## config.mk

```make
export PLATFORM = sky130hd
export DESIGN_NAME = bmp_raster_to_mono_bitmap_flat
export DESIGN_NICKNAME = d
export VERILOG_FILES = /design/src/design/bmp_pkg.sv /design/src/design/bmp_if.sv /design/src/design/bmp_front.sv /design/src/design/bmp_queue.sv /design/src/design/bmp_back.sv /design/src/design/bmp_raster_to_mono_bitmap.sv /design/src/flat_wrapper.sv
export VERILOG_INCLUDE_DIRS = /design/src /design/src/design
export SDC_FILE = /design/constraint.sdc
export NUM_CORES = 1
export LEC_CHECK = 0
export ABC_AREA = 0
export BUFFER_PORTS_ARGS = -buffer_cell sky130_fd_sc_hd__buf_2
export CAP_MARGIN = 25
export CORE_MARGIN = 1.5
export CORE_UTILIZATION = 60
export DETAILED_ROUTE_END_ITERATION = 12
export MAX_ROUTING_LAYER = met4
export PLACE_DENSITY = 0.77
export RECOVER_POWER = 100
export SLEW_MARGIN = 20
export SYNTH_ARGS = -nofsm -noshare
export SYNTH_HDL_FRONTEND = slang
export SYNTH_SLANG_ARGS = --single-unit
```

## constraint.sdc

```tcl
create_clock -name clk_i -period 23.2 [get_ports clk_i]
set_input_delay 4.64 -clock clk_i [delete_from_list [all_inputs] [get_ports clk_i]]
set_output_delay 4.64 -clock clk_i [all_outputs]
set_load 0.03 [all_outputs]
```

## src/design/assert_macros.svh

```systemverilog
// Assertion macros used by the top-level RTL file.
`ifndef ASSERT_MACROS_SVH
`define ASSERT_MACROS_SVH
`ifndef SYNTH
`define ASSERT_PROP(lbl, clk, rst_n, prop) \
  lbl: assert property (@(posedge clk) disable iff (!rst_n) prop) \
    else $error("assertion failed");
`define ASSERT_NEVER(lbl, clk, rst_n, cond) \
  lbl: assert property (@(posedge clk) disable iff (!rst_n) !(cond)) \
    else $error("forbidden condition seen");
`else
`define ASSERT_PROP(lbl, clk, rst_n, prop)
`define ASSERT_NEVER(lbl, clk, rst_n, cond)
`endif
`endif

```

## src/design/bmp_pkg.sv

```systemverilog
// Types, constants and pixel decode helpers for the BMP to mono bitmap converter.
`default_nettype none

package bmp_pkg;

  localparam int unsigned MaxWidth  = 4096;
  localparam int unsigned MaxHeight = 4096;

  localparam int unsigned CfgIdxW  = 2;
  localparam int unsigned CfgDataW = 13;
  localparam int unsigned DimW     = 13;
  localparam int unsigned DepthW   = 6;
  localparam int unsigned RowW     = 12;
  localparam int unsigned DByteW   = 9;
  localparam int unsigned BirW     = 15;
  localparam int unsigned PixW     = 19;
  localparam int unsigned CntW     = 4;

  typedef enum logic [CfgIdxW-1:0] {
    RegWidth  = 2'd0,
    RegHeight = 2'd1,
    RegDepth  = 2'd2
  } cfg_reg_e;

  typedef enum logic [2:0] {
    DepthOne   = 3'd0,
    DepthTwo   = 3'd1,
    DepthFour  = 3'd2,
    DepthEight = 3'd3,
    DepthRgb   = 3'd4,
    DepthOther = 3'd5
  } depth_e;

  typedef struct packed {
    logic [7:0]        raw;
    depth_e            depth;
    logic [2:0]        col_lo;
    logic [CntW-1:0]   n_pix;
    logic              rgb_black;
    logic              emit;
    logic [DByteW-1:0] dest_byte;
    logic [RowW-1:0]   dest_row;
    logic              last;
  } pix_work_t;

  function automatic logic pal_black(logic [7:0] b, depth_e dep, logic [2:0] pos);
    logic [1:0] f2;
    logic [3:0] f4;
    logic       res;
    f2 = 2'(b >> (3'd6 - {pos[1:0], 1'b0}));
    f4 = 4'(b >> (pos[0] ? 3'd0 : 3'd4));
    unique case (dep)
      DepthOne:   res = b[3'd7 - pos];
      DepthTwo:   res = (f2 != 2'd0);
      DepthFour:  res = (f4 != 4'd0);
      DepthEight: res = (b != 8'd0);
      default:    res = 1'b0;
    endcase
    return res;
  endfunction

endpackage

`default_nettype wire

```

## src/design/bmp_if.sv

```systemverilog
// Valid/ready channel interfaces: raw byte input, packed output, register writes.
`default_nettype none

interface bmp_in_if;
  logic       valid;
  logic       ready;
  logic [7:0] raw_byte;
  modport source (output valid, output raw_byte, input ready);
  modport sink (input valid, input raw_byte, output ready);
endinterface

interface bmp_out_if;
  logic                        valid;
  logic                        ready;
  logic [7:0]                  mono_byte;
  logic [bmp_pkg::RowW-1:0]    dest_row;
  logic [bmp_pkg::DByteW-1:0]  dest_byte;
  logic                        last_of_image;
  modport source (output valid, output mono_byte, output dest_row, output dest_byte,
                  output last_of_image, input ready);
  modport sink (input valid, input mono_byte, input dest_row, input dest_byte,
                input last_of_image, output ready);
endinterface

interface bmp_cfg_if;
  logic                          valid;
  logic                          ready;
  logic [bmp_pkg::CfgIdxW-1:0]   index;
  logic [bmp_pkg::CfgDataW-1:0]  data;
  modport source (output valid, output index, output data, input ready);
  modport sink (input valid, input index, input data, output ready);
endinterface

`default_nettype wire

```

## src/design/bmp_front.sv

```systemverilog
// Front end: config registers, row/pixel counters, pad drop and per-byte classification.
`default_nettype none

module bmp_front (
  input  logic               clk_i,
  input  logic               rst_ni,
  bmp_in_if.sink             raw_i,
  bmp_cfg_if.sink            cfg_i,
  input  logic               q_full_i,
  output logic               q_push_o,
  output bmp_pkg::pix_work_t q_data_o,
  output logic               restart_o
);
  import bmp_pkg::*;

  logic [DimW-1:0]   width_q, height_q;
  logic [DepthW-1:0] depth_q;
  logic [PixW-1:0]   prod_q;
  logic [BirW-1:0]   line_q;
  logic [1:0]        settle_q;

  logic [BirW-1:0]   bir_q;
  logic [RowW-1:0]   frow_q;
  logic [DimW-1:0]   col_q;
  logic [PixW-1:0]   pend_q;
  logic [7:0]        cand_q;
  logic [1:0]        bip_q;

  logic [DimW-1:0]   w_eff, h_eff, rem, col_next, emit_col;
  logic [DepthW-1:0] d_eff;
  depth_e            dep;
  logic              rgb, cfg_hit, accept, col_lt_w, at_end, emit, row_done;
  logic [PixW-1:0]   byte_end;
  logic [PixW-1:0]   pix_end [8];
  logic [7:0]        ok;
  logic [CntW-1:0]   n;
  logic [7:0]        cand_upd;
  logic [1:0]        bip_upd;

  assign cfg_i.ready = 1'b1;
  assign cfg_hit = cfg_i.valid &&
                   (cfg_i.index == RegWidth || cfg_i.index == RegHeight ||
                    cfg_i.index == RegDepth);

  always_comb begin
    if (width_q == '0) begin
      w_eff = DimW'(1);
    end else if (width_q > DimW'(MaxWidth)) begin
      w_eff = DimW'(MaxWidth);
    end else begin
      w_eff = width_q;
    end
    if (height_q == '0) begin
      h_eff = DimW'(1);
    end else if (height_q > DimW'(MaxHeight)) begin
      h_eff = DimW'(MaxHeight);
    end else begin
      h_eff = height_q;
    end
    d_eff = (depth_q == '0) ? DepthW'(1) : depth_q;
  end

  always_comb begin
    unique case (d_eff)
      6'd1:        dep = DepthOne;
      6'd2:        dep = DepthTwo;
      6'd4:        dep = DepthFour;
      6'd8:        dep = DepthEight;
      6'd24, 6'd32: dep = DepthRgb;
      default:     dep = DepthOther;
    endcase
  end
  assign rgb = (dep == DepthRgb);

  assign raw_i.ready = !q_full_i && (settle_q == 2'd0);
  assign accept      = raw_i.valid && raw_i.ready;

  assign byte_end = {1'b0, bir_q + BirW'(1), 3'b000};
  assign rem      = w_eff - col_q;
  assign col_lt_w = (col_q < w_eff);

  always_comb begin
    n = '0;
    for (int k = 0; k < 8; k++) begin
      pix_end[k] = pend_q + PixW'(k + 1) * PixW'(d_eff);
      ok[k]      = (pix_end[k] <= byte_end) && (DimW'(k) < rem);
      n          = n + CntW'(ok[k]);
    end
  end

  assign cand_upd = (rgb && col_lt_w && bip_q != 2'd3) ? (cand_q & raw_i.raw_byte) : cand_q;
  assign bip_upd  = (rgb && col_lt_w) ? bip_q + 2'd1 : bip_q;

  assign col_next = col_q + DimW'(n);
  assign at_end   = (n != '0) && (col_next == w_eff);
  assign emit     = (n != '0) && (at_end || ({1'b0, col_q[2:0]} + n >= CntW'(8)));
  assign emit_col = at_end ? (w_eff - DimW'(1)) : (col_q | DimW'(7));
  assign row_done = ({1'b0, bir_q} + (BirW + 1)'(1) >= {1'b0, line_q});

  assign q_push_o = accept && (n != '0);
  assign restart_o = cfg_hit;

  always_comb begin
    q_data_o.raw       = raw_i.raw_byte;
    q_data_o.depth     = dep;
    q_data_o.col_lo    = col_q[2:0];
    q_data_o.n_pix     = n;
    q_data_o.rgb_black = (cand_upd != 8'hFF);
    q_data_o.emit      = emit;
    q_data_o.dest_byte = emit_col[DByteW+2:3];
    q_data_o.dest_row  = RowW'(h_eff - DimW'(1) - {1'b0, frow_q});
    q_data_o.last      = at_end && ({1'b0, frow_q} == h_eff - DimW'(1));
  end

  always_ff @(posedge clk_i or negedge rst_ni) begin
    if (!rst_ni) begin
      width_q  <= DimW'(1);
      height_q <= DimW'(1);
      depth_q  <= DepthW'(1);
      settle_q <= 2'd0;
    end else if (cfg_hit) begin
      settle_q <= 2'd2;
      unique case (cfg_i.index)
        RegWidth:  width_q  <= cfg_i.data;
        RegHeight: height_q <= cfg_i.data;
        RegDepth:  depth_q  <= cfg_i.data[DepthW-1:0];
        default:   settle_q <= 2'd2;
      endcase
    end else if (settle_q != 2'd0) begin
      settle_q <= settle_q - 2'd1;
    end
  end

  always_ff @(posedge clk_i or negedge rst_ni) begin
    if (!rst_ni) begin
      prod_q <= PixW'(1);
      line_q <= BirW'(4);
    end else begin
      prod_q <= PixW'(d_eff) * PixW'(w_eff);
      line_q <= {13'((prod_q - PixW'(1)) >> 5) + 13'd1, 2'b00};
    end
  end

  always_ff @(posedge clk_i or negedge rst_ni) begin
    if (!rst_ni) begin
      bir_q  <= '0;
      frow_q <= '0;
      col_q  <= '0;
      pend_q <= '0;
      cand_q <= 8'hFF;
      bip_q  <= '0;
    end else if (cfg_hit) begin
      bir_q  <= '0;
      frow_q <= '0;
      col_q  <= '0;
      pend_q <= '0;
      cand_q <= 8'hFF;
      bip_q  <= '0;
    end else if (accept) begin
      if (row_done) begin
        bir_q  <= '0;
        col_q  <= '0;
        pend_q <= '0;
        cand_q <= 8'hFF;
        bip_q  <= '0;
        frow_q <= ({1'b0, frow_q} + DimW'(1) >= h_eff) ? '0 : frow_q + RowW'(1);
      end else begin
        bir_q  <= bir_q + BirW'(1);
        col_q  <= col_next;
        pend_q <= pend_q + PixW'(n) * PixW'(d_eff);
        cand_q <= (rgb && n != '0) ? 8'hFF : cand_upd;
        bip_q  <= (rgb && n != '0) ? 2'd0 : bip_upd;
      end
    end
  end

endmodule

`default_nettype wire

```

## src/design/bmp_queue.sv

```systemverilog
// Two-entry queue of classified pixel bytes between front and back end.
`default_nettype none

module bmp_queue (
  input  logic               clk_i,
  input  logic               rst_ni,
  input  logic               push_i,
  input  bmp_pkg::pix_work_t data_i,
  output logic               full_o,
  output logic               valid_o,
  output bmp_pkg::pix_work_t data_o,
  input  logic               pop_i
);
  import bmp_pkg::*;

  pix_work_t  slot_q [2];
  logic       wr_ptr_q, rd_ptr_q;
  logic [1:0] cnt_q;
  logic       do_push, do_pop;

  assign full_o  = (cnt_q == 2'd2);
  assign valid_o = (cnt_q != 2'd0);
  assign data_o  = slot_q[rd_ptr_q];
  assign do_push = push_i && !full_o;
  assign do_pop  = pop_i && valid_o;

  always_ff @(posedge clk_i) begin
    if (do_push) begin
      slot_q[wr_ptr_q] <= data_i;
    end
  end

  always_ff @(posedge clk_i or negedge rst_ni) begin
    if (!rst_ni) begin
      wr_ptr_q <= 1'b0;
      rd_ptr_q <= 1'b0;
      cnt_q    <= 2'd0;
    end else begin
      if (do_push) begin
        wr_ptr_q <= !wr_ptr_q;
      end
      if (do_pop) begin
        rd_ptr_q <= !rd_ptr_q;
      end
      cnt_q <= cnt_q + 2'(do_push) - 2'(do_pop);
    end
  end

endmodule

`default_nettype wire

```

## src/design/bmp_back.sv

```systemverilog
// Back end: decode pixels, pack bits MSB first and hold the output register.
`default_nettype none

module bmp_back (
  input  logic               clk_i,
  input  logic               rst_ni,
  input  logic               q_valid_i,
  input  bmp_pkg::pix_work_t q_data_i,
  output logic               q_pop_o,
  input  logic               restart_i,
  bmp_out_if.source          mono_o
);
  import bmp_pkg::*;

  logic [7:0]        acc_q;
  logic              out_valid_q;
  logic [7:0]        mono_q;
  logic [RowW-1:0]   row_q;
  logic [DByteW-1:0] byte_q;
  logic              last_q;

  logic              take;
  logic [7:0]        newbits, merged;
  logic [2:0]        pos [8];
  logic              blk [8];

  assign take    = q_valid_i && (!out_valid_q || mono_o.ready);
  assign q_pop_o = take;

  always_comb begin
    newbits = '0;
    for (int k = 0; k < 8; k++) begin
      pos[k] = q_data_i.col_lo + 3'(k);
      blk[k] = (q_data_i.depth == DepthRgb) ? q_data_i.rgb_black
                                            : pal_black(q_data_i.raw, q_data_i.depth, pos[k]);
      if (CntW'(k) < q_data_i.n_pix && blk[k]) begin
        newbits[3'd7 - pos[k]] = 1'b1;
      end
    end
  end
  assign merged = acc_q | newbits;

  always_ff @(posedge clk_i or negedge rst_ni) begin
    if (!rst_ni) begin
      acc_q       <= '0;
      out_valid_q <= 1'b0;
    end else begin
      if (restart_i) begin
        acc_q <= '0;
      end else if (take) begin
        acc_q <= q_data_i.emit ? 8'd0 : merged;
      end
      if (take && q_data_i.emit) begin
        out_valid_q <= 1'b1;
      end else if (mono_o.ready) begin
        out_valid_q <= 1'b0;
      end
    end
  end

  always_ff @(posedge clk_i) begin
    if (take && q_data_i.emit) begin
      mono_q <= merged;
      row_q  <= q_data_i.dest_row;
      byte_q <= q_data_i.dest_byte;
      last_q <= q_data_i.last;
    end
  end

  assign mono_o.valid         = out_valid_q;
  assign mono_o.mono_byte     = mono_q;
  assign mono_o.dest_row      = row_q;
  assign mono_o.dest_byte     = byte_q;
  assign mono_o.last_of_image = last_q;

endmodule

`default_nettype wire

```

## src/design/bmp_raster_to_mono_bitmap.sv

```systemverilog
// Top level: converts a BMP pixel array byte stream into packed 1 bpp bytes.
// Throughput: one raw byte per cycle unless queue full; front end drops pad bytes.
// A completed result passes through a queue slot, then the output register.
// Register write: input is held off while the row length is recomputed.
// Reset: async, clears counters and queue; width, height and depth return to 1.
`default_nettype none
`include "assert_macros.svh"

module bmp_raster_to_mono_bitmap (
  input  logic       clk_i,
  input  logic       rst_ni,
  bmp_in_if.sink     raw_i,
  bmp_out_if.source  mono_o,
  bmp_cfg_if.sink    cfg_i
);
  import bmp_pkg::*;

  logic      q_push, q_full, q_valid, q_pop, restart;
  pix_work_t q_wdata, q_rdata;

  bmp_front u_front (
    .clk_i     (clk_i),
    .rst_ni    (rst_ni),
    .raw_i     (raw_i),
    .cfg_i     (cfg_i),
    .q_full_i  (q_full),
    .q_push_o  (q_push),
    .q_data_o  (q_wdata),
    .restart_o (restart)
  );

  bmp_queue u_queue (
    .clk_i   (clk_i),
    .rst_ni  (rst_ni),
    .push_i  (q_push),
    .data_i  (q_wdata),
    .full_o  (q_full),
    .valid_o (q_valid),
    .data_o  (q_rdata),
    .pop_i   (q_pop)
  );

  bmp_back u_back (
    .clk_i     (clk_i),
    .rst_ni    (rst_ni),
    .q_valid_i (q_valid),
    .q_data_i  (q_rdata),
    .q_pop_o   (q_pop),
    .restart_i (restart),
    .mono_o    (mono_o)
  );

  `ASSERT_NEVER(a_queue_overflow, clk_i, rst_ni, q_push && q_full)
  `ASSERT_NEVER(a_queue_underflow, clk_i, rst_ni, q_pop && !q_valid)
  `ASSERT_NEVER(a_last_row, clk_i, rst_ni, mono_o.valid && mono_o.last_of_image && |mono_o.dest_row)
  `ASSERT_PROP(a_cfg_holdoff, clk_i, rst_ni, restart |=> !(raw_i.valid && raw_i.ready))

endmodule

`default_nettype wire

```

## src/flat_wrapper.sv

```systemverilog
// flat-port wrapper written by rule: the top's interface ports become plain ports
module bmp_raster_to_mono_bitmap_flat import bmp_pkg::*;
  (clk_i, rst_ni, raw_i_valid, raw_i_raw_byte, raw_i_ready, mono_o_valid, mono_o_mono_byte, mono_o_dest_row, mono_o_dest_byte, mono_o_last_of_image, mono_o_ready, cfg_i_valid, cfg_i_index, cfg_i_data, cfg_i_ready);
  bmp_in_if raw_i_i ();
  bmp_out_if mono_o_i ();
  bmp_cfg_if cfg_i_i ();
  input  logic clk_i;
  input  logic rst_ni;
  input wire logic [$bits(raw_i_i.valid)-1:0] raw_i_valid;
  input wire logic [$bits(raw_i_i.raw_byte)-1:0] raw_i_raw_byte;
  output wire logic [$bits(raw_i_i.ready)-1:0] raw_i_ready;
  output wire logic [$bits(mono_o_i.valid)-1:0] mono_o_valid;
  output wire logic [$bits(mono_o_i.mono_byte)-1:0] mono_o_mono_byte;
  output wire logic [$bits(mono_o_i.dest_row)-1:0] mono_o_dest_row;
  output wire logic [$bits(mono_o_i.dest_byte)-1:0] mono_o_dest_byte;
  output wire logic [$bits(mono_o_i.last_of_image)-1:0] mono_o_last_of_image;
  input wire logic [$bits(mono_o_i.ready)-1:0] mono_o_ready;
  input wire logic [$bits(cfg_i_i.valid)-1:0] cfg_i_valid;
  input wire logic [$bits(cfg_i_i.index)-1:0] cfg_i_index;
  input wire logic [$bits(cfg_i_i.data)-1:0] cfg_i_data;
  output wire logic [$bits(cfg_i_i.ready)-1:0] cfg_i_ready;
  assign raw_i_i.valid = raw_i_valid;
  assign raw_i_i.raw_byte = raw_i_raw_byte;
  assign raw_i_ready = raw_i_i.ready;
  assign mono_o_valid = mono_o_i.valid;
  assign mono_o_mono_byte = mono_o_i.mono_byte;
  assign mono_o_dest_row = mono_o_i.dest_row;
  assign mono_o_dest_byte = mono_o_i.dest_byte;
  assign mono_o_last_of_image = mono_o_i.last_of_image;
  assign mono_o_i.ready = mono_o_ready;
  assign cfg_i_i.valid = cfg_i_valid;
  assign cfg_i_i.index = cfg_i_index;
  assign cfg_i_i.data = cfg_i_data;
  assign cfg_i_ready = cfg_i_i.ready;
  bmp_raster_to_mono_bitmap u_core (.clk_i(clk_i), .rst_ni(rst_ni), .raw_i(raw_i_i), .mono_o(mono_o_i), .cfg_i(cfg_i_i));
endmodule
```

==> impl_metrics.csv, run 1 <==
group,metric,value,unit
outcome,status,"complete, but fails checks",
outcome,violations,"capacitance limit, slew limit",
synth,synthTopCellsByArea,"ha_1, edfxtp_1, dfrtp_1, fa_1, xnor2_1",
synth,synth_top_cell_by_area,"ha_1",
min_path,hp-class,"reg2reg",
grt,track_usage,33.97,%
min_path,whs_path_depth,1,
clock_tree,cts.sinks,261,
worst_setup_path,crit_path_max_incr_delay,0.83,ns
clock_tree,h-tree-depth,1,
timing,relSlewSlack,-143.9,%
synth,synthArstFlopShare,56.32,%
grt,grt_max_degree,70,
final_layout,areaGrowthSynthToFinish,6.775,%
routing,vias_per_cell,6.301,
routing,drt_pass1_iterations,6,
synth,syn_nets,3127,
clock_tree,cts_setup_buffers,0,
timing,finalSetupTns,0,ns
synth,syn_inst,2698,
synth,yosysWarnings,0,
routing,final_antenna_net_count,0,
timing,setup_viol,0,
placed_design,io_buffers,59,
min_path,min-delay-start,"u_core.u_front.prod_q[17]",
timing,grt_setup_unrepaired,"no",
clock_tree,numCtsBuffers,28,
clock_tree,clkLatencyLatePin,0.58,ns
routing,avgRoutedWirePerCell,21.54,microns
timing,final-hold-violation-count,0,
floorplanning,start_util,61.28,%
clock_tree,clkTransAtPathRegs,0.06,ns
floorplanning,ios,61,
grt,grt_pass1_wl,113100,microns
clock_tree,cts_tree,"done",
routing,drt_iter0_markers,1965,
final_layout,drive_gt1_share,7.465,%
floorplanning,fp.coreArea,0.04111,sq mm
final_layout,layoutNonFillerInstCount,3306,
worst_setup_path,cp-start-kind,"register",
synth,avgSynthCellArea,9.337,sq um
final_layout,fillCellCount,3420,
routing,routed_wirelength,71210,microns
clock_tree,cts_root_buf,"clkbuf_16",
floorplanning,die-height,207.9,microns
synth,synthDistinctLibCells,110,
clock_tree,ctsHoldBuffers,0,
final_layout,fin_nets,3180,
synth,syn_area,0.02519,sq mm
placed_design,post-place-ws,9.421,ns
synth,synth_edf_count,114,
timing,min_period_over_period,60.65,%
placed_design,dp_cells,3250,
worst_setup_path,cp_max_fo,18,
synth,ys.flop_type,"dfrtp_1",
worst_setup_path,cp.arrival,14.57,ns
worst_setup_path,regToRegEndpoint,"u_core.u_front.pend_q[15]",
synth,ys_seq_area_share,28.26,%
worst_setup_path,critical_path_class,"reg2reg",
clock_tree,clockBufferDepth,3,
worst_setup_path,r2r-start,"u_core.u_front.depth_q[4]",
clock_tree,ctsResizeCount,0,
floorplanning,die_width,207.9,microns
floorplanning,die_area,0.04322,sq mm
flow_run,cap_viol_max_count,8,
worst_setup_path,r2r_cells,45,
placed_design,gp_congestion,0.9956,
min_path,holdPathEnd,"u_core.u_front.line_q[14]",
floorplanning,fp-row-count,74,
timing,skew,0.02374,ns
worst_setup_path,r2r_setup_slack,9.13,ns
timing,clock.fmax,71.07,MHz
synth,synth-seq-cells,261,
synth,synth_top_area_share,15.55,%
grt,grt_antenna_before_repair,1,
worst_setup_path,end_kind,"register",
routing,vias,20830,
placed_design,hpwl,56180,microns
timing,min_period,14.07,ns
timing,setup_ws,9.129,ns
grt,overflow,0,
timing,final_max_slew_viol_count,366,
worst_setup_path,cp_slowest_cell,"a2111oi_0",
timing,timing.hold.ws,0.4640,ns
grt,grt_pass1_vias,20720,
timing,worst_slew_pin_slew,3.659,ns
worst_setup_path,required,23.70,ns
routing,drc_errors,0,
## cells in the mapped netlist (all sizes together), types with 7 or more instances
library cell / n
o21ai: 104
o21bai: 23
a22o: 9
dfstp: 13
dfrtp: 134
or4: 9
a21boi: 9
nand3: 58
inv: 258
mux2: 61
nor2: 206
edfxtp: 114
nand2b: 18
nor3: 52
fa: 88
and2: 12
clkinv: 7
nor2b: 38
or3: 10
mux2i: 44
xnor2: 145
o31ai: 19
a2111oi: 13
o211ai: 11
buf: 26
o21a: 41
nand4: 49
o22ai: 21
or2: 22
a31oi: 17
and3: 20
a211oi: 21
ha: 313
xor2: 92
o22a: 10
nor4: 20
nand2: 239
nor3b: 7
a21oi: 137
a21o: 65
clkbuf: 44
## critical path, delay by kind of cell (launching register included)
kind	cells	cell delay (ns)
AOI/OAI and AO/OA	14	3.62
xor gates and xnor gates	2	0.63
adders and majority gates	14	5.61
buffers and inverters	5	0.66
DFF	1	0.79
and+or+nand+nor	10	2.67
## worst max-delay path by stage
stage | cells past startpoint | from | end | slack (ns)
6_report | 45 | u_core.u_front.depth_q[4] | u_core.u_front.pend_q[15] | 9.13
5_1_grt | 45 | u_core.u_front.depth_q[4] | u_core.u_front.pend_q[15] | 8.33
4_1_cts | 46 | u_core.u_front.depth_q[4] | u_core.u_front.pend_q[15] | 9.40
3_5_place_dp | 46 | u_core.u_front.depth_q[4] | u_core.u_front.pend_q[15] | 9.42
3_3_place_gp | 45 | u_core.u_front.depth_q[4] | u_core.u_front.pend_q[15] | 9.76
2_1_floorplan | 47 | u_core.u_front.depth_q[4] | u_core.u_front.pend_q[15] | 11.45
## flip-flops by register name, indices dropped and copies added (netlist names), 8 cells and up
register / count
u_core.u_back.mono_o.dest_byte: 9
u_core.u_back.mono_o.dest_row: 12
u_core.u_front.frow_q: 12
u_core.u_front.col_q: 13
u_core.u_front.height_q: 13
u_core.u_front.width_q: 13
u_core.u_back.acc_q: 8
u_core.u_front.cand_q: 8
u_core.u_queue.slot_q: 84
u_core.u_back.mono_o.mono_byte: 8
u_core.u_front.line_q: 13
u_core.u_front.prod_q: 18
u_core.u_front.bir_q: 15
u_core.u_front.pend_q: 19
## per-stage QoR
step	cell area, sq um	utilization (%)
6_report	26900	65.43
5_1_grt	26900	65.43
4_1_cts	27040	65.77
3_5_place_dp	26110	63.50
3_3_place_gp	26110	63.50
2_1_floorplan	25190	-
## area by class of cell
type	instances	area [sq um]	area share [%]
multi-input cells	2102	16730	62.19
diodes	1	2.502	0.009304
repair buffers	93	455.4	1.693
clock buffers	34	723.2	2.689
clock inverters	18	206.4	0.7676
well taps	532	665.6	2.475
flip-flops and latches	261	7119	26.47
inverters	265	997.2	3.707
## cells in the final DEF (no fill, tap or decap), types with 49 or more instances in the layout
cell      Yosys  final
o21ai_0      99    104
edfxtp_1    114    114
a21o_1       65     65
clkbuf_1     43     60
xnor2_1     145    145
nand2_1     238    238
fa_1         88     88
mux2_2       60     51
nand4_1      49     49
xor2_1       92     92
nor2_1      206    202
dfrtp_1     134    133
nand3_1      57     58
a21oi_1     134    133
ha_1        313    313
nor3_1       50     51
inv_1       250    250
## per-layer routing
metal	track usage, %	vias to the layer above	part of all wire [%]
met3	3.894	158	6.7
met1	45.32	10170	43
met4	10.60	0	3.2
met5	-	-	0
met2	54.42	820	47
li1	-	9682	-
## cell families after synthesis
group | count (synthesis) | synth area share (%)
compound gates | 564 | 15.29
simple gates | 787 | 15.17
flops | 261 | 28.26
xor+xnor | 238 | 8.330
buf+inv | 335 | 5.255
fa+ha+maj | 401 | 22.54
other cells | 1 | 0.01489
mux | 111 | 5.136
Power of run 1 is not shown: default switching activity piles up to over one toggle a cycle in this logic, so the estimate is an artifact.
==> inputs of run 2 (changes only) <==
Clock period 23.2 ns to 13.34 ns, I/O delays scaled along.
==> impl_metrics.csv, run 2 (synthesis results as in run 1) <==
group,metric,value,unit
outcome,status,"complete, but fails checks",
outcome,violations,"capacitance limit, slew limit",
routing,vias,20880,
timing,worst_slew_pin_slew,4.153,ns
clock_tree,ctsHoldBuffers,0,
final_layout,largest_reg_flops,84,
clock_tree,clkLatencyLatePin,0.57,ns
routing,top_layer_used,"met4",
final_layout,regMostFlops,"u_core.u_queue.slot_q",
worst_setup_path,cp_max_fo,10,
timing,finalSetupTns,0,ns
floorplanning,die_width,207.9,microns
grt,grt_pass1_wl,114600,microns
timing,grt_setup_unrepaired,"no",
timing,final_max_slew_viol_count,315,
floorplanning,die-height,207.9,microns
worst_setup_path,cp.arrival,12.89,ns
worst_setup_path,cp_slowest_cell,"a2111oi_0",
timing,timing.hold.ws,0.4757,ns
routing,met1_length,30500,microns
clock_tree,numCtsBuffers,29,
final_layout,fin_nets,3185,
final_layout,final_common_cell,"ha_1",
timing,min_period,12.60,ns
placed_design,io_buffers,59,
clock_tree,cts.sinks,261,
floorplanning,fp-row-count,74,
grt,grt_max_degree,99,
clock_tree,clkTransAtPathRegs,0.06,ns
routing,met2RoutedLength,33070,microns
placed_design,placed_area,0.02614,sq mm
floorplanning,start_util,61.28,%
routing,vias_per_cell,6.308,
clock_tree,h-tree-depth,1,
routing,drt_pass1_iterations,5,
placed_design,gp_congestion,1.025,
clock_tree,cts_tree,"done",
flow_run,cap_viol_max_count,8,
floorplanning,fp.coreArea,0.04111,sq mm
timing,final-hold-violation-count,0,
grt,grt_pass1_vias,21030,
worst_setup_path,crit_path_max_incr_delay,0.97,ns
final_layout,final_cell_mix,"ha_1, inv_1, nand2_1",
grt,track_usage,34.42,%
final_layout,stdcell_area,0.02688,sq mm
timing,min_period_over_period,94.46,%
min_path,hp-class,"reg2reg",
placed_design,hpwl,55540,microns
routing,drt_iter0_markers,1923,
worst_setup_path,required,13.62,ns
worst_setup_path,crit_top_cell,"ha_1",
floorplanning,ios,61,
timing,clock.fmax,79.36,MHz
final_layout,drive_gt1_share,7.379,%
routing,final_antenna_net_count,0,
final_layout,areaGrowthSynthToFinish,6.710,%
worst_setup_path,end_kind,"register",
clock_tree,clockBufferDepth,3,
final_layout,diodes,0,
routing,routed-wl-met3,5611,microns
routing,routed_wirelength,72150,microns
worst_setup_path,cp-start-kind,"register",
final_layout,fillCellCount,3340,
routing,avgRoutedWirePerCell,21.80,microns
final_layout,top_regs,"u_core.u_queue.slot_q (84), u_core.u_front.pend_q (19), u_core.u_front.prod_q (18)",
floorplanning,die_area,0.04322,sq mm
timing,setup_viol,0,
grt,overflow,0,
grt,grt_antenna_before_repair,0,
routing,drc_errors,0,
timing,skew,0.02522,ns
worst_setup_path,critical_path_class,"reg2reg",
clock_tree,cts_root_buf,"clkbuf_16",
timing,relSlewSlack,-176.9,%
[run 2: cell types whose count changed in the layout (fill, tap and decap cells not counted), sizes merged]
cell,previous run,this run
clkbuf,88,96
buf,39,42
bufinv,3,1
clkinvlp,4,2
clkinv,16,15
diode,1,0
inv,260,259
[run 2: worst max-delay path, delay by kind of cell, from the launching register on]
family | cells | cell delay (ns)
AOI/OAI and AO/OA | 11 | 3.15
xor gates and xnor gates | 3 | 0.73
adders and majority gates | 10 | 3.79
buffers and inverters | 4 | 0.72
DFF | 1 | 0.49
muxes | 1 | 0.60
and+or+nand+nor | 9 | 2.83
[run 2: what timing repair did]
action	4_1_cts	5_1_grt
endpoints found under the setup margin	0	7
gates resized for setup	0	2
setup buffers	0	0
[run 2: metal layers]
metal | global-route usage [%] | vias to the layer above
li1 | - | 9684
met3 | 5.404 | 195
met5 | - | -
met1 | 44.77 | 10170
met4 | 12.51 | 0
met2 | 54.58 | 835
[run 2: through the flow]
step | util [%] | setup slack, ns | cells
final | 65.39 | 0.7384 | 3310
after global routing | 65.39 | 0.05612 | 3310
after CTS | 65.76 | 0.6997 | 3307
after detailed placement | 63.60 | 0.7602 | 3254
after global placement | 63.60 | 1.096 | 3254
after floorplan | - | 1.587 | 2698
[run 2: cell type report]
| class | instances | area (sq um) | area share (%) |
|---|---|---|---|
| clock inverter | 12 | 88.84 | 0.3305 |
| sequential | 261 | 7119 | 26.48 |
| timing repair buffer | 97 | 484.2 | 1.801 |
| inverter | 265 | 1001 | 3.724 |
| clock buffer | 41 | 800.8 | 2.979 |
| tap | 532 | 665.6 | 2.476 |
| multi-input combinational | 2102 | 16720 | 62.20 |
[run 2: path summary, 6_finish.rpt]
path	startpoint	endpoint	slack, ns	cells after the start
max	u_core.u_front.depth_q[5]	u_core.u_queue.slot_q[1][19]	0.74	38
min	u_core.u_front.prod_q[17]	u_core.u_front.line_q[14]	0.48	1
max reg2reg	u_core.u_front.depth_q[5]	u_core.u_queue.slot_q[1][19]	0.74	38
min reg2reg	u_core.u_front.prod_q[17]	u_core.u_front.line_q[14]	0.48	1
max in group asynchronous	rst_ni	u_core.u_front.bir_q[12]	4.59	3
min in group asynchronous	rst_ni	u_core.u_front.prod_q[9]	2.34	1
Power of run 2 is left out for the same reason.
